**src/rdc_pkg.sv**
```systemverilog
// ----------------------------------------------------------------------------
// rdc_pkg
// shared types and constants for the radix digit converter
// ----------------------------------------------------------------------------
package rdc_pkg;

  localparam int VALUE_W     = 63;  // input value width
  localparam int DIGIT_W     = 4;   // one digit, base up to 16
  localparam int BASE_W      = 5;   // target base register width
  localparam int DIV_W       = 64;  // dividend width, value padded to whole steps
  localparam int DIV_BITS    = 8;   // quotient bits retired per divider cycle
  localparam int DIV_STEPS   = DIV_W / DIV_BITS;
  localparam int STEP_CNT_W  = $clog2(DIV_STEPS);
  localparam int RESULT_CAP  = 63;  // most digits one item may produce
  localparam int DIG_CNT_W   = 6;   // holds up to RESULT_CAP

  localparam logic [BASE_W-1:0] BASE_MIN   = 5'd2;
  localparam logic [BASE_W-1:0] BASE_MAX   = 5'd16;
  localparam logic [BASE_W-1:0] BASE_RESET = 5'd10;

  localparam logic ACT_INTEGER  = 1'b0;
  localparam logic ACT_FRACTION = 1'b1;

  // result of one divider cycle
  typedef struct packed {
    logic [DIV_W-1:0]   quot;
    logic [DIGIT_W-1:0] rem;
  } rdc_div_t;

endpackage

```
**src/radix_digit_converter_unit.sv**
```systemverilog
// ----------------------------------------------------------------------------
// radix_digit_converter_unit
// breaks an integer or a fixed-point fraction into digits of base 2 to 16
// ----------------------------------------------------------------------------
//  channel | dir | handshake            | payload
//  --------+-----+----------------------+---------------------------------------
//  in      | in  | in_tvalid/in_tready  | tuser: action, tdata: value
//  out     | out | out_tvalid/out_tready| tdata: digit, tlast: is_last
//  cfg     | in  | cfg_wr_en            | cfg_wr_data: target_base
//
//  integer beat: per digit, divider steps retire 8 quotient bits each through
//  the shared alu until the whole dividend is done, then one hand-off; up to 63 digits
//  fraction beat: per digit, one multiply, then one hand-off
//  one input beat at a time; in_tready is high only while the sequencer idles,
//  but the last digit may still wait in the output register meanwhile
//  a stalled output holds the sequencer in its hand-off state
//  rst_n is synchronous, active low; base resets to 10
// ----------------------------------------------------------------------------
module radix_digit_converter_unit #(
  parameter int MAX_FRACTION_DIGITS = 45,
  parameter int FRACTION_BITS       = 48
) (
  input  logic                       clk,
  input  logic                       rst_n,
  // configuration
  input  logic                       cfg_wr_en,
  input  logic [rdc_pkg::BASE_W-1:0] cfg_wr_data,   // target_base
  // input stream
  input  logic                       in_tvalid,
  output logic                       in_tready,
  input  logic [63:0]                in_tdata,      // [62:0] value, [63] zero
  input  logic                       in_tuser,      // [0] action
  // result stream
  output logic                       out_tvalid,
  input  logic                       out_tready,
  output logic [7:0]                 out_tdata,     // [3:0] digit, [7:4] zero
  output logic                       out_tlast      // is_last
);
  import rdc_pkg::*;

  localparam int FRAC_LIMIT = (MAX_FRACTION_DIGITS > RESULT_CAP) ? RESULT_CAP
                                                                 : MAX_FRACTION_DIGITS;
  localparam logic [DIG_CNT_W-1:0] FRAC_LIMIT_C = DIG_CNT_W'(FRAC_LIMIT);

  typedef enum logic [1:0] {
    S_IDLE,
    S_DIV,
    S_MUL,
    S_PUT
  } state_t;

  // registers
  state_t                  state_r,     state_nxt;
  logic [BASE_W-1:0]       cfg_base_r,  cfg_base_nxt;
  logic [BASE_W-1:0]       base_r,      base_nxt;
  logic                    action_r,    action_nxt;
  logic [DIV_W-1:0]        quot_r,      quot_nxt;
  logic [DIGIT_W-1:0]      rem_r,       rem_nxt;
  logic [FRACTION_BITS-1:0] frac_r,     frac_nxt;
  logic [STEP_CNT_W-1:0]   step_r,      step_nxt;
  logic [DIG_CNT_W-1:0]    ndig_r,      ndig_nxt;
  logic [DIGIT_W-1:0]      pend_dig_r,  pend_dig_nxt;
  logic                    pend_last_r, pend_last_nxt;
  logic                    out_vld_r,   out_vld_nxt;
  logic [DIGIT_W-1:0]      out_dig_r,   out_dig_nxt;
  logic                    out_last_r,  out_last_nxt;

  // alu
  rdc_div_t                 div_res;
  logic [DIGIT_W-1:0]       mul_digit;
  logic [FRACTION_BITS-1:0] mul_frac;

  logic                     in_acc;
  logic                     out_free;
  logic [BASE_W-1:0]        eff_base;
  logic [DIG_CNT_W-1:0]     ndig_inc;

  rdc_alu #(
    .FRACTION_BITS (FRACTION_BITS)
  ) u_alu (
    .base      (base_r),
    .div_quot  (quot_r),
    .div_rem   (rem_r),
    .frac      (frac_r),
    .div_res   (div_res),
    .mul_digit (mul_digit),
    .mul_frac  (mul_frac)
  );

  assign in_tready  = (state_r == S_IDLE);
  assign in_acc     = in_tvalid && in_tready;
  assign out_free   = !out_vld_r || out_tready;
  assign out_tvalid = out_vld_r;
  assign out_tdata  = {4'b0000, out_dig_r};
  assign out_tlast  = out_last_r;
  assign ndig_inc   = ndig_r + DIG_CNT_W'(1);

  // out-of-range base is clamped to 2..16
  always_comb begin
    if (cfg_base_r < BASE_MIN) begin
      eff_base = BASE_MIN;
    end else if (cfg_base_r > BASE_MAX) begin
      eff_base = BASE_MAX;
    end else begin
      eff_base = cfg_base_r;
    end
  end

  always_comb begin
    state_nxt     = state_r;
    cfg_base_nxt  = cfg_wr_en ? cfg_wr_data : cfg_base_r;
    base_nxt      = base_r;
    action_nxt    = action_r;
    quot_nxt      = quot_r;
    rem_nxt       = rem_r;
    frac_nxt      = frac_r;
    step_nxt      = step_r;
    ndig_nxt      = ndig_r;
    pend_dig_nxt  = pend_dig_r;
    pend_last_nxt = pend_last_r;
    out_vld_nxt   = out_vld_r;
    out_dig_nxt   = out_dig_r;
    out_last_nxt  = out_last_r;

    // output register drains independently of the sequencer
    if (out_vld_r && out_tready) begin
      out_vld_nxt = 1'b0;
    end

    unique case (state_r)
      S_IDLE: begin
        if (in_acc) begin
          base_nxt   = eff_base;
          action_nxt = in_tuser;
          quot_nxt   = {1'b0, in_tdata[VALUE_W-1:0]};
          rem_nxt    = '0;
          frac_nxt   = in_tdata[FRACTION_BITS-1:0];
          step_nxt   = '0;
          ndig_nxt   = '0;
          if (in_tuser == ACT_INTEGER) begin
            if (in_tdata[VALUE_W-1:0] == '0) begin
              // zero integer: single digit 0
              pend_dig_nxt  = '0;
              pend_last_nxt = 1'b1;
              state_nxt     = S_PUT;
            end else begin
              state_nxt = S_DIV;
            end
          end else if (in_tdata[FRACTION_BITS-1:0] != '0) begin
            state_nxt = S_MUL;
          end
          // zero fraction gives no digits, stay idle
        end
      end

      S_DIV: begin
        quot_nxt = div_res.quot;
        rem_nxt  = div_res.rem;
        step_nxt = step_r + STEP_CNT_W'(1);
        if (step_r == STEP_CNT_W'(DIV_STEPS - 1)) begin
          pend_dig_nxt  = div_res.rem;
          pend_last_nxt = (div_res.quot == '0);
          state_nxt     = S_PUT;
        end
      end

      S_MUL: begin
        frac_nxt      = mul_frac;
        ndig_nxt      = ndig_inc;
        pend_dig_nxt  = mul_digit;
        pend_last_nxt = (mul_frac == '0) || (ndig_inc == FRAC_LIMIT_C);
        state_nxt     = S_PUT;
      end

      S_PUT: begin
        if (out_free) begin
          out_vld_nxt  = 1'b1;
          out_dig_nxt  = pend_dig_r;
          out_last_nxt = pend_last_r;
          if (pend_last_r) begin
            state_nxt = S_IDLE;
          end else if (action_r == ACT_INTEGER) begin
            // next digit divides the quotient afresh
            rem_nxt   = '0;
            step_nxt  = '0;
            state_nxt = S_DIV;
          end else begin
            state_nxt = S_MUL;
          end
        end
      end

      default: begin
        state_nxt = S_IDLE;
      end
    endcase
  end

  always_ff @(posedge clk) begin
    if (!rst_n) begin
      state_r    <= S_IDLE;
      cfg_base_r <= BASE_RESET;
      out_vld_r  <= 1'b0;
    end else begin
      state_r    <= state_nxt;
      cfg_base_r <= cfg_base_nxt;
      out_vld_r  <= out_vld_nxt;
    end
    base_r      <= base_nxt;
    action_r    <= action_nxt;
    quot_r      <= quot_nxt;
    rem_r       <= rem_nxt;
    frac_r      <= frac_nxt;
    step_r      <= step_nxt;
    ndig_r      <= ndig_nxt;
    pend_dig_r  <= pend_dig_nxt;
    pend_last_r <= pend_last_nxt;
    out_dig_r   <= out_dig_nxt;
    out_last_r  <= out_last_nxt;
  end

endmodule

```
**src/rdc_alu.sv**
```systemverilog
// ----------------------------------------------------------------------------
// rdc_alu
// shared arithmetic unit: several restoring divide steps by the base, or one
// multiply of the fraction by the base
// ----------------------------------------------------------------------------
module rdc_alu #(
  parameter int FRACTION_BITS = 48
) (
  input  logic [rdc_pkg::BASE_W-1:0]  base,
  input  logic [rdc_pkg::DIV_W-1:0]   div_quot,
  input  logic [rdc_pkg::DIGIT_W-1:0] div_rem,
  input  logic [FRACTION_BITS-1:0]    frac,
  output rdc_pkg::rdc_div_t           div_res,
  output logic [rdc_pkg::DIGIT_W-1:0] mul_digit,
  output logic [FRACTION_BITS-1:0]    mul_frac
);
  import rdc_pkg::*;

  localparam int PROD_W = FRACTION_BITS + BASE_W;

  logic [DIV_W-1:0]  quot;
  logic [BASE_W-1:0] rem;
  logic [BASE_W-1:0] trial;
  logic [PROD_W-1:0] prod;

  // restoring division, msb first; remainder stays below the base
  always_comb begin
    quot = div_quot;
    rem  = {1'b0, div_rem};
    for (int i = 0; i < DIV_BITS; i++) begin
      trial = {rem[DIGIT_W-1:0], quot[DIV_W-1]};
      quot  = {quot[DIV_W-2:0], 1'b0};
      if (trial >= base) begin
        trial   = trial - base;
        quot[0] = 1'b1;
      end
      rem = trial;
    end
    div_res.quot = quot;
    div_res.rem  = rem[DIGIT_W-1:0];
  end

  // fraction times base: integer part is the digit, low bits carry on
  assign prod      = {{BASE_W{1'b0}}, frac} * {{FRACTION_BITS{1'b0}}, base};
  assign mul_digit = prod[FRACTION_BITS+DIGIT_W-1:FRACTION_BITS];
  assign mul_frac  = prod[FRACTION_BITS-1:0];

endmodule

```
**config.mk**
```make
export PLATFORM = sky130hd
export DESIGN_NAME = radix_digit_converter_unit
export DESIGN_NICKNAME = d
export VERILOG_FILES = /design/src/rdc_pkg.sv /design/src/radix_digit_converter_unit.sv /design/src/rdc_alu.sv
export SDC_FILE = /design/constraint.sdc
export NUM_CORES = 1
export LEC_CHECK = 0
export BUFFER_PORTS_ARGS = -buffer_cell sky130_fd_sc_hd__buf_2
export CAP_MARGIN = 30
export CORE_MARGIN = 2
export CORE_UTILIZATION = 49
export CTS_CLUSTER_DIAMETER = 30
export DETAILED_ROUTE_END_ITERATION = 8
export GPL_TIMING_DRIVEN = 1
export PLACE_DENSITY = 0.66
export SYNTH_ARGS = -nofsm -noshare
export SYNTH_HDL_FRONTEND = slang
export SYNTH_SLANG_ARGS = --single-unit
```
**constraint.sdc**
```tcl
create_clock -name clk -period 33.3 [get_ports clk]
set_clock_uncertainty 0.1 [all_clocks]
set_input_delay 3.33 -clock clk [delete_from_list [all_inputs] [get_ports clk]]
set_output_delay 3.33 -clock clk [all_outputs]
set_load 0.05 [all_outputs]
```
==> results of run 1 <==
-- routing by layer --
metal	wire, um	up-vias	share of wire, %
met2	20100	392	49
met3	2240	66	5.5
met4	866	4	2.1
met5	24	-	0.059
met1	17600	6233	43
li1	-	5811	-
-- synthesized netlist by cell type, types with 8 or more instances --
library cell    n
and3_1         11
nand3_1        27
fa_1          145
mux2i_1        12
and2_1        113
o211ai_1       11
nor4_1         32
edfxtp_1      141
nor3_1         21
nor2_1         75
a21oi_1        62
nand2b_1        8
a211oi_1       13
inv_1         142
xor2_1         15
nand4_1        17
nand2_1       220
mux2_2         96
nor2b_1        21
o21a_1         10
a31o_2         10
o21ai_0        68
clkbuf_1       58
a21o_1         49
ha_1          108
or3_1           9
xnor2_1        37
dfxtp_1         8
-- worst paths after layout --
kind / to / cells past startpoint / slack, ns
hold / removal: out_dig_r[1]$_DFFE_PP_ / 0 / 0.34
setup reg to reg: pend_dig_r[3]$_DFFE_PP_ / 70 / 17.74
hold reg to reg: out_dig_r[1]$_DFFE_PP_ / 0 / 0.34
setup / recovery: pend_dig_r[3]$_DFFE_PP_ / 70 / 17.74
-- cells by family (layout without fill, tap and decap cells) --
logic type      Yosys count  after routing  synth area share (%)
xor+xnor                 52             52                  2.84
flops                   149            149                  27.4
mux                     108            108                  7.50
compound gates          292            292                  12.5
other cells               1              4                0.0234
fa+ha+maj               253            253                  26.6
simple gates            577            577                  17.9
buf+inv                 215            266                  5.24
-- area by class of cell --
type | count | area, um2 | share of cell area, %
sequential | 149 | 4390 | 25.3
clock buffer | 20 | 447 | 2.57
tap | 442 | 553 | 3.19
multi-input combinational | 1286 | 10800 | 62.4
inverter | 143 | 537 | 3.09
clock inverter | 12 | 120 | 0.692
timing repair buffer | 91 | 480 | 2.77
-- through the flow --
step | hold slack [ns] | cell area, um2
2_1_floorplan | 0.300 | 16000
3_3_place_gp | 0.338 | 16800
3_5_place_dp | 0.306 | 16800
4_1_cts | 0.351 | 17300
5_1_grt | 0.363 | 17400
6_report | 0.341 | 17400
-- sequential cells by signal, summed over array words and instances (netlist names), 2 cells and up --
signal and flops:
step_r 3, ndig_r 6, base_r 5, pend_dig_r 4, rem_r 4, out_dig_r 4
frac_r 48, quot_r 64, cfg_base_r 5, state_r 2
==> reports/metrics.yaml, run 1 <==
status: "finished, final reports clean"
final_antenna_net_count: 0
antennaDiodeCount: 0
first_pass_iters: 5
synth_edf_count: 141
route.detailed.drc: 0
antenna_found_initial: 2
yosysUniqueCellTypes: 80
synthCells: 1647
fp.dieW_um: 185
cts_htree_levels: 4
final_cell_mix: "nand2_1 (220), fa_1 (145), inv_1 (142)"
cts_buffer_depth: 2
cts_setup_buffers: 0
fin_util_pct: 53.6
dp_worst_setup_slack_ns: 17.80
drive_gt1_share_pct: 15.1
max_freq_ghz: 0.0643
crit_family: "compound AO/OA/AOI/OAI gates"
finalCritPeriodShare_pct: 46.7
synth.top_cell.area_share_pct: 26.4
clk_pin_slew_worst_paths_ns: 0.06
synth_seq_cells: 149
cp_max_fo: 56
drv_slew: 0
final.setup.tns_ns: 0
ioPinCount: 86
syn_area_mm2: 0.0160
worst_slew_pin_slew_ns: 1.01
grt_usage_pct: 25.0
num_vias: 12500
dieHeight_um: 185
cts_resized: 0
numCtsBuffers: 17
grt_util_met2_pct: 42.9
synth_area_per_cell_um2: 9.73
critPathMaxStageDelay_ns: 0.51
nNetsFinal: 2016
gr-total-overflow: 0
ys_warn_count: 0
top_usage_layer: "met2"
fp-row-count: 66
critPathKind: "flip-flop to flip-flop"
core_mm2: 0.0324
grt_max_degree: 80
crit_arrival_ns: 15.63
rsz0062_at_grt: "false"
clock_latency_ns: 0.43
wl_per_cell_um: 19.1
drt-initial-drc-count: 683
hold_viol_final: 0
wl_um: 40900
synth-main-ff-cell: "edfxtp_1"
synthTopCellsByArea: "edfxtp_1 (26%), fa_1 (18%), ha_1 (8.4%), mux2_2 (6.7%), nand2_1 (5.2%)"
max_cap_viol_count: 0
grt_pass1_wl_um: 66700
use_met1_pct: 33.4
critPathCaptureType: "flip-flop"
fin_crit_ns: 15.56
post_drt_via_cell_ratio: 5.84
crit_start: "base_r[1]$_SDFFCE_PP1P_"
layout.cells.non_filler: 2143
dieArea_mm2: 0.0342
cts_tree: "done"
fillers: 2957
synth_top_area_cell: "edfxtp_1"
start_util_pct: 49.5
root_buffer: "clkbuf_16"
cts.sinks: 149
worst-path-buf-inv: 9
placed_cells: 2110
cts_hold_buf: 0
relSlewSlack_pct: 32.1
critPathRequiredTime_ns: 33.38
dp_hpwl_um: 31700
syn_to_final_growth_pct: 8.34
async_flop_share_pct: 0
place.port_buffers: 80
grt_pass1_vias: 12600
min_from: "pend_dig_r[1]$_DFFE_PP_"
timing.final.ws_setup_ns: 17.74
crit_path_frequent_cell: "a21o_1"
hold_class: "flip-flop to flip-flop"
finalSetupViolCount: 0
slowest_stage: "buf_4"
place_congestion: 0.916
ys_seq_area_share_pct: 27.4
cp-start-kind: "flip-flop"
reg2reg_from: "base_r[1]$_SDFFCE_PP1P_"
grtUsageMet3_pct: 3.38
final_common_cell: "nand2_1"
Power of run 1 is left out: the tool's default activity adds up to more than one toggle a clock period on the data nets, which glitch-free logic cannot reach.
==> run 2: changes to the inputs <==
--- a/config.mk
+++ b/config.mk
@@ -5,6 +5,7 @@
 export SDC_FILE = /design/constraint.sdc
 export NUM_CORES = 1
 export LEC_CHECK = 0
+export ABC_AREA = 1
 export BUFFER_PORTS_ARGS = -buffer_cell sky130_fd_sc_hd__buf_2
 export CAP_MARGIN = 30
 export CORE_MARGIN = 2
@@ -12,7 +13,7 @@
 export CTS_CLUSTER_DIAMETER = 30
 export DETAILED_ROUTE_END_ITERATION = 8
 export GPL_TIMING_DRIVEN = 1
-export PLACE_DENSITY = 0.66
+export PLACE_DENSITY = 0.69
 export SYNTH_ARGS = -nofsm -noshare
 export SYNTH_HDL_FRONTEND = slang
 export SYNTH_SLANG_ARGS = --single-unit
==> constraint.sdc (replaced) <==
create_clock -name clk -period 14.1 [get_ports clk]
set_clock_uncertainty 0.1 [all_clocks]
set_input_delay 1.41 -clock clk [delete_from_list [all_inputs] [get_ports clk]]
set_output_delay 1.41 -clock clk [all_outputs]
set_load 0.05 [all_outputs]
==> run 2 against run 1 <==
  * Non-clock buffer count is the same
  * Maximum frequency grew 23%
  * Cell area grew 7.5%
  * Via count grew 22%
  * Global-route usage grew 2.4 points
  * Die area grew 7.5%
  * Area after synthesis grew 7.6%
  * Flip-flop and latch count is the same
  * Core utilization grew 0.29 points
  * Count of clock-buffer cells in the layout grew 3
==> reports/metrics.yaml, run 2 <==
yosysUniqueCellTypes: 52  # was 80
critPathMaxStageDelay_ns: 0.49  # was 0.51 ns
clk_pin_slew_worst_paths_ns: 0.06  # about the same
top_regs: "quot_r (64), frac_r (48), ndig_r (6)"  # unchanged
place.port_buffers: 80  # unchanged
crit_arrival_ns: 12.72  # was 15.63 ns
drt-initial-drc-count: 1216  # was 683
fin_crit_ns: 12.63  # was 15.56 ns
cts_tree: "done"  # unchanged
dieArea_mm2: 0.0367  # was 0.0342 mm2
clock_latency_ns: 0.46  # was 0.43 ns
r2r_cells: 68  # was 70
nNetsFinal: 2774  # was 2,016
synthTopCellsByArea: "edfxtp_1 (25%), nand2_1 (20%), fa_1 (17%), inv_1 (10%), ha_1 (7.8%)"  # was edfxtp_1 (26%), fa_1 (18%), ha_1 (8.4%), mux2_2 (6.7%), nand2_1 (5.2%)
hold_viol_final: 0  # unchanged
worst_slew_pin_slew_ns: 0.979  # was 1.01 ns
syn_area_mm2: 0.0172  # was 0.0160 mm2
wl_um: 48100  # was 40,900 um
dieHeight_um: 192  # was 185 um
ys_seq_area_share_pct: 25.5  # was 27.4%
netlist_top_cells_count: "nand2_1 (897), inv_1 (466), fa_1 (145)"  # was nand2_1 (220), fa_1 (145), inv_1 (142)
finalCritPeriodShare_pct: 89.6  # was 46.7%
syn_to_final_growth_pct: 8.25  # was 8.34%
drive_gt1_share_pct: 8.50  # was 15.1%
fp.dieW_um: 192  # was 185 um
critPathKind: "flip-flop to flip-flop"  # unchanged
root_buffer: "clkbuf_16"  # unchanged
ys_warn_count: 0  # unchanged
largest_register_ffs: 64  # unchanged
route.detailed.drc: 0  # unchanged
slowest_stage: "buf_4"  # unchanged
holdPathStages: 0  # unchanged
wl_per_cell_um: 16.5  # was 19.1 um
grt_max_degree: 94  # was 80
antenna_found_initial: 0  # was 2
cts_hold_buf: 0  # unchanged
antennaDiodeCount: 0  # unchanged
cp-start-kind: "flip-flop"  # unchanged
synth_edf_count: 141  # unchanged
synth_most_common_cell: "nand2_1"  # unchanged
numCtsBuffers: 17  # unchanged
start_util_pct: 49.8  # was 49.5%
status: "finished, final reports clean"  # unchanged
grt_pass1_vias: 15200  # was 12,600
final_common_cell: "nand2_1"  # unchanged
rsz0062_at_grt: "false"  # unchanged
cts_buffer_depth: 2  # unchanged
fp-row-count: 68  # was 66
drv_slew: 0  # unchanged
cts.sinks: 149  # unchanged
final.setup.tns_ns: 0  # unchanged
relSlewSlack_pct: 34.1  # was 32.1%
ioPinCount: 86  # unchanged
grt_pass1_wl_um: 78300  # was 66,700 um
regMostFlops: "quot_r"  # unchanged
place_congestion: 0.991  # was 0.916
synth.top_cell.area_share_pct: 24.6  # was 26.4%
gr-total-overflow: 0  # unchanged
finalSetupViolCount: 0  # unchanged
critPathCaptureType: "flip-flop"  # unchanged
cts_htree_levels: 4  # unchanged
first_pass_iters: 5  # unchanged
hold_class: "flip-flop to flip-flop"  # unchanged
cts_setup_buffers: 0  # unchanged
crit_path_frequent_cell: "nand2_1"  # was a21o_1
dp_hpwl_um: 38600  # was 31,700 um
grt_usage_pct: 27.4  # was 25.0%
synth_seq_cells: 149  # unchanged
core_mm2: 0.0346  # was 0.0324 mm2
critPathRequiredTime_ns: 14.18  # was 33.38 ns
cts_resized: 0  # unchanged
max_cap_viol_count: 0  # unchanged
final_antenna_net_count: 0  # unchanged
synth_area_per_cell_um2: 7.22  # was 9.73 um2
num_vias: 15300  # was 12,500
synth_top_area_cell: "edfxtp_1"  # unchanged
synth-main-ff-cell: "edfxtp_1"  # unchanged
synthCells: 2389  # was 1,647
final_cell_mix: "nand2_1 (897), inv_1 (464), fa_1 (145)"  # was nand2_1 (220), fa_1 (145), inv_1 (142)
post_drt_via_cell_ratio: 5.24  # was 5.84
cp_max_fo: 49  # was 56
async_flop_share_pct: 0  # unchanged
max_freq_ghz: 0.0792  # was 0.0643 GHz
-- run 2: changes by cell type in the layout (fill, tap and decap cells not counted), sizes merged, moves of 12 or more --
| cell | before | now |
|---|---|---|
| a211oi | 16 | 3 |
| a21o | 49 | 4 |
| and2 | 114 | 6 |
| inv | 147 | 477 |
| mux2 | 96 | 0 |
| mux2i | 12 | 0 |
| nand2 | 220 | 909 |
| nand3 | 27 | 68 |
| nand3b | 3 | 17 |
| nor2 | 75 | 136 |
| nor2b | 21 | 0 |
| o211ai | 14 | 0 |
| o21ai | 75 | 104 |
| xnor2 | 37 | 14 |
-- run 2: worst paths after layout --
check	slack, ns	end	startpoint
setup / recovery	1.47	pend_dig_r[1]$_DFFE_PP_	base_r[4]$_SDFFCE_PP0P_
hold / removal	0.33	out_dig_r[3]$_DFFE_PP_	pend_dig_r[3]$_DFFE_PP_
setup reg to reg	1.47	pend_dig_r[1]$_DFFE_PP_	base_r[4]$_SDFFCE_PP0P_
hold reg to reg	0.33	out_dig_r[3]$_DFFE_PP_	pend_dig_r[3]$_DFFE_PP_
-- run 2: cell families (layout without fill, tap and decap cells) --
logic type / after synthesis / count (layout) / synth area share [%]
other: 1 / 4 / 0.0217
AOI/OAI and AO/OA: 206 / 206 / 6.84
adders and majority gates: 253 / 253 / 24.7
DFF: 149 / 149 / 25.5
and+or+nand+nor: 1221 / 1221 / 29.8
xor gates and xnor gates: 29 / 29 / 1.47
buffers and inverters: 530 / 597 / 11.7
-- run 2: per-stage QoR --
step	setup WS [ns]	instances	util, %	hold WS [ns]	cell area [um2]
finish	1.47	2914	53.9	0.327	18700
global route	0.337	2914	53.9	0.342	18700
CTS	1.60	2914	53.9	0.330	18700
detailed placement	1.67	2882	52.3	0.313	18100
global placement	1.89	2882	52.3	0.311	18100
floorplan	2.78	2392	-	0.300	17300
-- run 2: worst max-delay path, delay by kind of cell (launching register included) --
family / cells / cell delay (ns)
AOI/OAI and AO/OA: 26 / 5.45
adders and majority gates: 8 / 2.57
and+or+nand+nor: 23 / 2.17
buffers and inverters: 11 / 1.73
DFF: 1 / 0.32
-- run 2: per-layer routing --
| metal | vias to the layer above | wire, um | track usage, % |
|---|---|---|---|
| met5 | - | 0 | 0 |
| met4 | 0 | 960 | 7.22 |
| met3 | 66 | 3660 | 3.93 |
| met2 | 559 | 22200 | 45.3 |
| met1 | 7162 | 21300 | 37.8 |
| li1 | 7477 | - | - |
-- run 2: area by class of cell --
| class | instances | area [um2] |
|---|---|---|
| multi-input cells | 1713 | 10900 |
| clock inverters | 9 | 66.3 |
| clock buffers | 23 | 500 |
| inverters | 474 | 1780 |
| repair buffers | 91 | 483 |
| well taps | 455 | 569 |
| flip-flops and latches | 149 | 4390 |
| fillers | 3374 | 16000 |
Power of run 2 is left out for the same reason.
